File: config.mk
export PLATFORM = sky130hd
export DESIGN_NAME = multi_probe_temp_alarm
export DESIGN_NICKNAME = d
export VERILOG_FILES = /design/src/hw/rtl/mpta_pkg.sv /design/src/hw/rtl/mpta_lane.sv /design/src/hw/rtl/mpta_beep.sv /design/src/hw/rtl/multi_probe_temp_alarm.sv
export VERILOG_INCLUDE_DIRS = /design/src /design/src/hw/rtl
export SDC_FILE = /design/constraint.sdc
export NUM_CORES = 2
export LEC_CHECK = 0
export ABC_AREA = 1
export BUFFER_PORTS_ARGS = -buffer_cell sky130_fd_sc_hd__buf_2
export CELL_PAD_IN_SITES_DETAIL_PLACEMENT = 0
export CELL_PAD_IN_SITES_GLOBAL_PLACEMENT = 1
export CORE_MARGIN = 2
export CORE_UTILIZATION = 40
export DETAILED_ROUTE_END_ITERATION = 10
export GPL_ROUTABILITY_DRIVEN = 0
export PLACE_DENSITY = 0.79
export SLEW_MARGIN = 10
export SYNTH_ARGS = -nofsm -noshare
export SYNTH_HDL_FRONTEND = slang
export SYNTH_SLANG_ARGS = --single-unit
File: constraint.sdc
create_clock -name clk -period 23 [get_ports clk]
set_input_delay 4.6 -clock clk [delete_from_list [all_inputs] [get_ports clk]]
set_output_delay 4.6 -clock clk [all_outputs]
set_load 0.005 [all_outputs]
File: src/hw/rtl/multi_probe_temp_alarm_macros.svh
// Assertion macros for the multi-probe temperature alarm.
`ifndef MULTI_PROBE_TEMP_ALARM_MACROS_SVH
`define MULTI_PROBE_TEMP_ALARM_MACROS_SVH

// Check that a condition implies another in the same cycle.
`define MPTA_ASSERT_IMP(label, ante, cons) \
	label: assert property (@(posedge clk) disable iff (!arst_n) (ante) |-> (cons)) \
		else $error("mpta assertion failed");

// Check that a condition implies another in the next cycle.
`define MPTA_ASSERT_NEXT(label, ante, cons) \
	label: assert property (@(posedge clk) disable iff (!arst_n) (ante) |=> (cons)) \
		else $error("mpta assertion failed");

`endif

File: src/hw/rtl/mpta_pkg.sv
// Types, constants and helpers shared by the temperature alarm modules.
package mpta_pkg;

	localparam int IN_LANES = 4;
	localparam int TEMP_W   = 12;
	localparam int TIME_W   = 32;

	localparam logic signed [TEMP_W-1:0] TEMP_LOW_REJECT  = -12'sd880;
	localparam logic signed [TEMP_W-1:0] TEMP_HIGH_REJECT = 12'sd2000;
	localparam logic signed [TEMP_W-1:0] TEMP_POR_VALUE   = 12'sd1360;

	localparam logic REQ_SAMPLE = 1'b0;
	localparam logic REQ_TICK   = 1'b1;

	typedef enum logic [2:0] {
		CFG_PROBE_COUNT    = 3'd0,
		CFG_HIGH_THRESHOLD = 3'd1,
		CFG_HYSTERESIS     = 3'd2,
		CFG_DWELL_MS       = 3'd3,
		CFG_STALE_LIMIT    = 3'd4,
		CFG_BEEP_INTERVAL  = 3'd5,
		CFG_BUZZER_PRESENT = 3'd6
	} cfg_idx_t;

	typedef struct packed {
		logic [2:0]               probe_count;
		logic signed [TEMP_W-1:0] high_threshold;
		logic [11:0]              hysteresis;
		logic [TIME_W-1:0]        dwell_ms;
		logic [TIME_W-1:0]        stale_limit;
		logic [15:0]              beep_interval;
		logic                     buzzer_present;
	} cfg_t;

	typedef struct packed {
		logic valid;
		logic dwell_hit;
		logic fault;
	} lane_stat_t;

	typedef struct packed {
		logic       probe_fault;
		logic [3:0] valid_mask;
		logic       beep_start;
		logic       alarm_changed;
		logic       alarm_on;
	} res_t;

	function automatic logic is_plausible(input logic signed [TEMP_W-1:0] t);
		is_plausible = !((t <= TEMP_LOW_REJECT) || (t >= TEMP_HIGH_REJECT) ||
			(t == TEMP_POR_VALUE));
	endfunction

endpackage

File: src/hw/rtl/mpta_lane.sv
// Per-probe state: latest reading, dwell timer and last good time.
module mpta_lane (
	input  logic                               clk,
	input  logic                               arst_n,
	input  logic                               upd,
	input  logic                               clr,
	input  logic                               active,
	input  logic                               is_sample,
	input  logic [mpta_pkg::TIME_W-1:0]        now_ms,
	input  logic                               read_ok,
	input  logic signed [mpta_pkg::TEMP_W-1:0] temp,
	input  mpta_pkg::cfg_t                     cfg,
	output mpta_pkg::lane_stat_t               stat
);

	logic signed [mpta_pkg::TEMP_W-1:0] last_temp_q, last_temp_n;
	logic                               valid_q, valid_n;
	logic                               above_q, above_n;
	logic [mpta_pkg::TIME_W-1:0]        since_q, since_n;
	logic [mpta_pkg::TIME_W-1:0]        good_time_q, good_time_n;
	logic                               seen_q, seen_n;
	logic                               good;
	logic signed [13:0]                 clear_at;
	logic signed [13:0]                 temp_ext;
	logic [mpta_pkg::TIME_W-1:0]        above_elapsed;
	logic [mpta_pkg::TIME_W-1:0]        good_elapsed;

	assign good     = read_ok && mpta_pkg::is_plausible(temp);
	assign clear_at = 14'(cfg.high_threshold) - $signed({2'b00, cfg.hysteresis});

	always_comb begin
		last_temp_n = last_temp_q;
		valid_n     = valid_q;
		above_n     = above_q;
		since_n     = since_q;
		good_time_n = good_time_q;
		seen_n      = seen_q;
		temp_ext    = 14'(last_temp_q);
		if (active && is_sample) begin
			valid_n = good;
			if (good) begin
				last_temp_n = temp;
				good_time_n = now_ms;
				seen_n      = 1'b1;
			end
			temp_ext = 14'(last_temp_n);
			if (valid_n) begin
				if (last_temp_n > cfg.high_threshold) begin
					if (!above_q) begin
						above_n = 1'b1;
						since_n = now_ms;
					end
				end else if (temp_ext < clear_at) begin
					above_n = 1'b0;
					since_n = '0;
				end
			end
		end
	end

	assign above_elapsed = now_ms - since_n;
	assign good_elapsed  = now_ms - good_time_n;

	assign stat.valid     = active && valid_n;
	assign stat.dwell_hit = active && above_n && (above_elapsed >= cfg.dwell_ms);
	assign stat.fault     = active && seen_n && (good_elapsed > cfg.stale_limit);

	always_ff @(posedge clk or negedge arst_n) begin
		if (!arst_n) begin
			last_temp_q <= '0;
			valid_q     <= 1'b0;
			above_q     <= 1'b0;
			since_q     <= '0;
			good_time_q <= '0;
			seen_q      <= 1'b0;
		end else if (clr) begin
			last_temp_q <= '0;
			valid_q     <= 1'b0;
			above_q     <= 1'b0;
			since_q     <= '0;
			good_time_q <= '0;
			seen_q      <= 1'b0;
		end else if (upd) begin
			last_temp_q <= last_temp_n;
			valid_q     <= valid_n;
			above_q     <= above_n;
			since_q     <= since_n;
			good_time_q <= good_time_n;
			seen_q      <= seen_n;
		end
	end

endmodule

File: src/hw/rtl/mpta_beep.sv
// Alarm latch and periodic beep scheduler.
module mpta_beep (
	input  logic                        clk,
	input  logic                        arst_n,
	input  logic                        upd,
	input  logic                        is_sample,
	input  logic                        any_dwell,
	input  logic [mpta_pkg::TIME_W-1:0] now_ms,
	input  mpta_pkg::cfg_t              cfg,
	output logic                        alarm_on,
	output logic                        alarm_changed,
	output logic                        beep_start
);

	logic                        alarm_q, alarm_n;
	logic                        due_q, due_n;
	logic [mpta_pkg::TIME_W-1:0] next_beep_q, next_beep_n;
	logic [mpta_pkg::TIME_W-1:0] since_due;
	logic [mpta_pkg::TIME_W-1:0] beep_at;
	logic                        due_mid;

	assign beep_at = now_ms + {16'd0, cfg.beep_interval};

	always_comb begin
		alarm_n       = alarm_q;
		due_mid       = due_q;
		next_beep_n   = next_beep_q;
		alarm_changed = 1'b0;
		beep_start    = 1'b0;
		if (is_sample && (any_dwell != alarm_q)) begin
			alarm_n       = any_dwell;
			alarm_changed = 1'b1;
			due_mid       = 1'b1;
			next_beep_n   = '0;
		end
		due_n     = due_mid;
		since_due = now_ms - next_beep_n;
		if (alarm_n && cfg.buzzer_present && (due_mid || !since_due[mpta_pkg::TIME_W-1])) begin
			beep_start  = 1'b1;
			due_n       = 1'b0;
			next_beep_n = beep_at;
		end
	end

	assign alarm_on = alarm_n;

	always_ff @(posedge clk or negedge arst_n) begin
		if (!arst_n) begin
			alarm_q     <= 1'b0;
			due_q       <= 1'b1;
			next_beep_q <= '0;
		end else if (upd) begin
			alarm_q     <= alarm_n;
			due_q       <= due_n;
			next_beep_q <= next_beep_n;
		end
	end

endmodule

File: src/hw/rtl/multi_probe_temp_alarm.sv
// Multi-probe over-temperature alarm: top level with stream ports and registers.
//
// Takes one sample or tick beat per clock and returns exactly one result beat
// for each. An accepted beat is held in the input register; the lane checks,
// dwell and fault timers and beep scheduling are evaluated in a single pass
// from it into the result register, which drives m_tvalid. Throughput is one
// beat per cycle while m_tready is high; while a result waits, the input
// register still takes one more beat before s_tready drops. The user must
// write registers through cfg_we/cfg_addr/cfg_data only while the block is
// idle; the block itself does not enforce this. Writing probe_count clears
// the state of every lane at or above the new count. Lanes beyond
// min(probe_count, NUM_PROBES, 4) are ignored.
`include "multi_probe_temp_alarm_macros.svh"

module multi_probe_temp_alarm #(
	parameter int NUM_PROBES = 4
) (
	input  logic        clk,
	input  logic        arst_n,
	input  logic        s_tvalid,
	output logic        s_tready,
	// now_ms[31:0], read_ok_mask[35:32], temp_lane0..3 [47:36]..[83:72], zero fill
	input  logic [87:0] s_tdata,
	// req_type[0]
	input  logic        s_tuser,
	output logic        m_tvalid,
	input  logic        m_tready,
	// alarm_on[0], alarm_changed[1], beep_start[2], valid_mask[6:3], probe_fault[7]
	output logic [7:0]  m_tdata,
	input  logic        cfg_we,
	input  logic [2:0]  cfg_addr,
	input  logic [31:0] cfg_data
);

	localparam int LANES = (NUM_PROBES < mpta_pkg::IN_LANES) ? NUM_PROBES : mpta_pkg::IN_LANES;

	mpta_pkg::cfg_t cfg_q;

	logic                        valid_s1;
	logic                        req_s1;
	logic [83:0]                 data_s1;
	logic                        adv;
	logic                        valid_s2;
	mpta_pkg::res_t              res_s2;
	mpta_pkg::res_t              res_n;
	logic [2:0]                  active_n;
	logic [2:0]                  new_count;
	logic                        count_wr;
	logic                        is_sample;
	logic [mpta_pkg::TIME_W-1:0] now_s1;
	logic [3:0]                  ok_s1;
	logic [3:0]                  vmask;
	logic [3:0]                  dwell_hits;
	logic [3:0]                  faults;

	assign adv      = valid_s1 && (!valid_s2 || m_tready);
	assign s_tready = !valid_s1 || adv;
	assign m_tvalid = valid_s2;
	assign m_tdata  = res_s2;

	always_ff @(posedge clk or negedge arst_n) begin
		if (!arst_n) begin
			valid_s1 <= 1'b0;
		end else if (s_tready) begin
			valid_s1 <= s_tvalid;
		end
	end

	always_ff @(posedge clk) begin
		if (s_tready && s_tvalid) begin
			req_s1  <= s_tuser;
			data_s1 <= s_tdata[83:0];
		end
	end

	always_ff @(posedge clk or negedge arst_n) begin
		if (!arst_n) begin
			valid_s2 <= 1'b0;
		end else if (adv) begin
			valid_s2 <= 1'b1;
		end else if (m_tready) begin
			valid_s2 <= 1'b0;
		end
	end

	always_ff @(posedge clk) begin
		if (adv) begin
			res_s2 <= res_n;
		end
	end

	always_ff @(posedge clk or negedge arst_n) begin
		if (!arst_n) begin
			cfg_q.probe_count    <= 3'd0;
			cfg_q.high_threshold <= 12'sd128;
			cfg_q.hysteresis     <= 12'd16;
			cfg_q.dwell_ms       <= 32'd900000;
			cfg_q.stale_limit    <= 32'd300000;
			cfg_q.beep_interval  <= 16'd3000;
			cfg_q.buzzer_present <= 1'b0;
		end else if (cfg_we) begin
			case (cfg_addr)
				mpta_pkg::CFG_PROBE_COUNT:    cfg_q.probe_count    <= cfg_data[2:0];
				mpta_pkg::CFG_HIGH_THRESHOLD: cfg_q.high_threshold <= $signed(cfg_data[11:0]);
				mpta_pkg::CFG_HYSTERESIS:     cfg_q.hysteresis     <= cfg_data[11:0];
				mpta_pkg::CFG_DWELL_MS:       cfg_q.dwell_ms       <= cfg_data;
				mpta_pkg::CFG_STALE_LIMIT:    cfg_q.stale_limit    <= cfg_data;
				mpta_pkg::CFG_BEEP_INTERVAL:  cfg_q.beep_interval  <= cfg_data[15:0];
				mpta_pkg::CFG_BUZZER_PRESENT: cfg_q.buzzer_present <= cfg_data[0];
				default: ;
			endcase
		end
	end

	assign active_n  = (cfg_q.probe_count > 3'(LANES)) ? 3'(LANES) : cfg_q.probe_count;
	assign new_count = (cfg_data[2:0] > 3'(LANES)) ? 3'(LANES) : cfg_data[2:0];
	assign count_wr  = cfg_we && (cfg_addr == mpta_pkg::CFG_PROBE_COUNT);
	assign is_sample = (req_s1 == mpta_pkg::REQ_SAMPLE);
	assign now_s1    = data_s1[31:0];
	assign ok_s1     = data_s1[35:32];

	for (genvar i = 0; i < mpta_pkg::IN_LANES; i++) begin : g_lane
		if (i < LANES) begin : g_on
			mpta_pkg::lane_stat_t stat;

			mpta_lane u_lane (
				.clk       (clk),
				.arst_n    (arst_n),
				.upd       (adv),
				.clr       (count_wr && (new_count <= 3'(i))),
				.active    (active_n > 3'(i)),
				.is_sample (is_sample),
				.now_ms    (now_s1),
				.read_ok   (ok_s1[i]),
				.temp      ($signed(data_s1[36 + 12*i +: 12])),
				.cfg       (cfg_q),
				.stat      (stat)
			);

			assign vmask[i]      = stat.valid;
			assign dwell_hits[i] = stat.dwell_hit;
			assign faults[i]     = stat.fault;
		end else begin : g_off
			assign vmask[i]      = 1'b0;
			assign dwell_hits[i] = 1'b0;
			assign faults[i]     = 1'b0;
		end
	end

	mpta_beep u_beep (
		.clk           (clk),
		.arst_n        (arst_n),
		.upd           (adv),
		.is_sample     (is_sample),
		.any_dwell     (|dwell_hits),
		.now_ms        (now_s1),
		.cfg           (cfg_q),
		.alarm_on      (res_n.alarm_on),
		.alarm_changed (res_n.alarm_changed),
		.beep_start    (res_n.beep_start)
	);

	assign res_n.valid_mask  = vmask;
	assign res_n.probe_fault = |faults;

	`MPTA_ASSERT_NEXT(a_tick_no_change, adv && (req_s1 == mpta_pkg::REQ_TICK), !res_s2.alarm_changed)
	`MPTA_ASSERT_IMP(a_beep_needs_alarm, valid_s2 && res_s2.beep_start, res_s2.alarm_on)
	`MPTA_ASSERT_IMP(a_empty_takes_beat, !valid_s1, s_tready)

endmodule
==> results_dict.tcl <==
set metrics [dict create \
    status "finished clean" \
    clockRootBuffer "clkbuf_16" \
    ctsHoldBuffers 0 \
    hold_start "u_beep.next_beep_q[29]" \
    dpl-instance-area_um2 47800 \
    seq_area_frac_synth_pct 31.6 \
    wl_per_cell_um 21.0 \
    path_class "register to register" \
    synth_edf_count 93 \
    slew_headroom_pct 14.4 \
    multiInputGateArea_um2 28100 \
    internal_power_uw 3750 \
    cts_tree "done" \
    rr_startpoint "cfg_q[93]" \
    yosys-top-cells-count "1208 x nand2_1, 737 x o21ai_0, 661 x ha_1" \
    grt.total_usage_pct 26.7 \
    cts_buffers 72 \
    syn_area_um2 45400 \
    fillers 11200 \
    grt_max_degree 143 \
    crit_buf_inv 8 \
    hold_viol_final 0 \
    r2r_end "u_beep.next_beep_q[28]" \
    reg2reg_setup_slack_ns 8.17 \
    hpwl_mm 110 \
    min_path_cells 2 \
    antenna_found_initial 3 \
    p_per_area_nw_per_um2 146 \
    netlist_top_cells_area "dfrtp_1 24%, ha_1 18%, nand2_1 10%" \
    yosysWarnings 0 \
    h-tree-depth 3 \
    p_switching_uw 3580 \
    crit_cells 87 \
    cts_buffer_depth 3 \
    area_growth_pct 10.6 \
    synth_most_common_cell "nand2_1" \
    fin_crit_ns 14.83 \
    regArea_um2 14300 \
    fmax_mhz 67.4 \
    final_nets 6714 \
    clk_pin_slew_ns 0.06 \
    yosys.area.top_type "dfrtp_1" \
    overflow 0 \
    p_comb_share_pct 63.5 \
    layout-drive-gt1-share_pct 6.92 \
    p_leak_uw 0.0236 \
    seqPwrFrac_pct 20.7 \
    grt_pass1_wl_mm 239 \
    setup_tns_ns 0 \
    slowest_stage "nor4b_1" \
    ff2ff_path_depth 87 \
    stdcell_area_um2 50200 \
    required_ns 23.57 \
    drc_errors 0 \
    synth_nets 6639 \
    finalPower_uw 7330 \
    switching_share_pct 48.8 \
    insertion_delay_ns 0.66 \
    vias 42400 \
    fin_ws_ns 8.17 \
    coreArea_um2 112000 \
    die-height_um 341 \
    max-cap-violations 0 \
    slowest_delay_ns 0.74 \
    critPathMostFrequentCell "nand2_1" \
    syn_avg_cell_area_um2 7.77 \
    synthArstFlopShare_pct 83.2 \
    die-area_um2 116000 \
    ioPinCount 139 \
    cts.sinks 553 \
    dr.pass1.iters 6 \
    end_kind "register" \
    post_cts_buffers 0 \
    power_frac_clock_pct 15.8 \
    finClkSkew_ns 0.0371 \
    ys.flop_type "dfrtp_1" \
    drt_iter0_markers 3811 \
    vdd_ir_drop_max_mv 0.0626 \
    portBuffers 134 \
    finalWirelength_mm 157 \
    place_ws_ns 8.42 \
    synth-seq-cells 553 \
    worstPathArrival_ns 15.40 \
    final_util_pct 44.6 \
    min_period_over_period_pct 64.5 \
    rsz0062_at_grt "false" \
    max_slew.worst_pin.slew_ns 1.27 \
    slew_violations 0 \
    die_w_um 341 \
    cts_resized 0 \
    avgViaCountPerCell 5.68 \
    start_util_pct 40.3 \
    hold_end "u_beep.next_beep_q[29]" \
    synth_cells 5839 \
    start_kind "register" \
    worstPathMaxFanout 34 \
    grt_pass1_vias 40100 \
    setup_viol 0 \
    rows 123 \
    hp-class "register to register" \
    ant_nets 0 \
    synth.top_cell.area_share_pct 23.8 \
    crit_family "simple AND/OR/NAND/NOR gates" \
    synth_cell_types 61 \
]
power by group through the flow:
stage	registers, uW	clock network, uW	logic, uW
2_1_floorplan	1490	0	3390
3_3_place_gp	1520	0	4460
3_5_place_dp	1530	0	4580
4_1_cts	1520	1190	4610
5_1_grt	1560	1220	5270
6_report	1520	1160	4650
worst max-delay path by stage:
stage | from | endpoint | slack [ns]
2_1_floorplan | cfg_q[85] | u_beep.next_beep_q[10] | 12.84
3_3_place_gp | cfg_q[93] | u_beep.next_beep_q[20] | 8.55
3_5_place_dp | cfg_q[93] | u_beep.next_beep_q[25] | 8.42
4_1_cts | cfg_q[93] | u_beep.next_beep_q[22] | 8.35
5_1_grt | cfg_q[93] | u_beep.next_beep_q[12] | 6.72
6_report | cfg_q[93] | u_beep.next_beep_q[28] | 8.17
kinds of logic after synthesis:
kind of cell / after synthesis / synth area share [%]
AO/OA/AOI/OAI: 1545 / 19.0
XOR/XNOR: 287 / 5.54
adder cells (fa/ha/maj): 671 / 18.7
buffers and inverters: 803 / 6.71
flip-flops: 553 / 31.6
AND/OR/NAND/NOR: 1980 / 18.5
routing by layer:
metal	up-vias	global-route usage (%)	routed length, um
li1	20500	-	-
met1	20200	38.5	72600
met2	1453	41.1	67700
met3	251	4.00	11800
met4	0	7.92	4860
met5	-	0	0
final cells by class:
class | count | area share (%)
diodes | 1 | 0.00499
clock buffers | 104 | 4.12
clock inverters | 28 | 0.576
inverters | 579 | 4.34
multi-input cells | 4483 | 55.9
flip-flops and latches | 553 | 28.6
well taps | 1500 | 3.74
repair buffers | 225 | 2.74
flip-flops by register name, summed over array words and instances (netlist names):
register,flops
u_beep.alarm_q,1
g_lane.g_on.u_lane.since_q,128
m_tvalid,1
req_s1,1
cfg_q,108
data_s1,84
g_lane.g_on.u_lane.last_temp_q,48
m_tdata,8
valid_s1,1
u_beep.due_q,1
g_lane.g_on.u_lane.valid_q,4
u_beep.next_beep_q,32
g_lane.g_on.u_lane.seen_q,4
g_lane.g_on.u_lane.above_q,4
g_lane.g_on.u_lane.good_time_q,128
cell usage in the layout (no fill, tap or decap), drive strengths merged, types with 5 or more instances in the layout:
cell / synthesis / routed
clkinv: 14 / 30
clkbuf: 202 / 104
o21a: 13 / 13
and2: 6 / 6
dfstp: 29 / 29
a32oi: 31 / 31
buf: 22 / 225
inv: 565 / 570
o221ai: 43 / 43
nand3: 480 / 480
nor2: 165 / 165
o2111ai: 5 / 5
o21ai: 754 / 754
o211ai: 41 / 41
o31ai: 11 / 11
nand2: 1215 / 1215
nor3: 41 / 41
o32ai: 5 / 5
nand4: 53 / 53
edfxtp: 93 / 93
a21o: 16 / 16
xnor2: 43 / 43
dfrtp: 431 / 431
nor4: 7 / 7
a21oi: 429 / 429
a31oi: 8 / 8
o22ai: 115 / 115
a22oi: 15 / 15
bufinv: 0 / 5
fa: 10 / 10
ha: 661 / 661
a211oi: 36 / 36
xor2: 244 / 244
through the flow:
stage | hold slack (ns) | std cells
after floorplan | 0.449 | 5839
after global routing | 0.489 | 7472
after global placement | 0.461 | 7340
final | 0.478 | 7473
after detailed placement | 0.465 | 7340
after CTS | 0.481 | 7472
worst reg2reg max path, delay by kind of cell, from the launching register on:
family | cells | cell delay, ns
xor gates and xnor gates | 2 | 0.53
buffers and inverters | 8 | 1.17
AOI/OAI and AO/OA | 15 | 2.67
adders and majority gates | 7 | 1.89
and+or+nand+nor | 55 | 7.90
DFF | 1 | 0.60
Power figures use the tool's default switching activity.
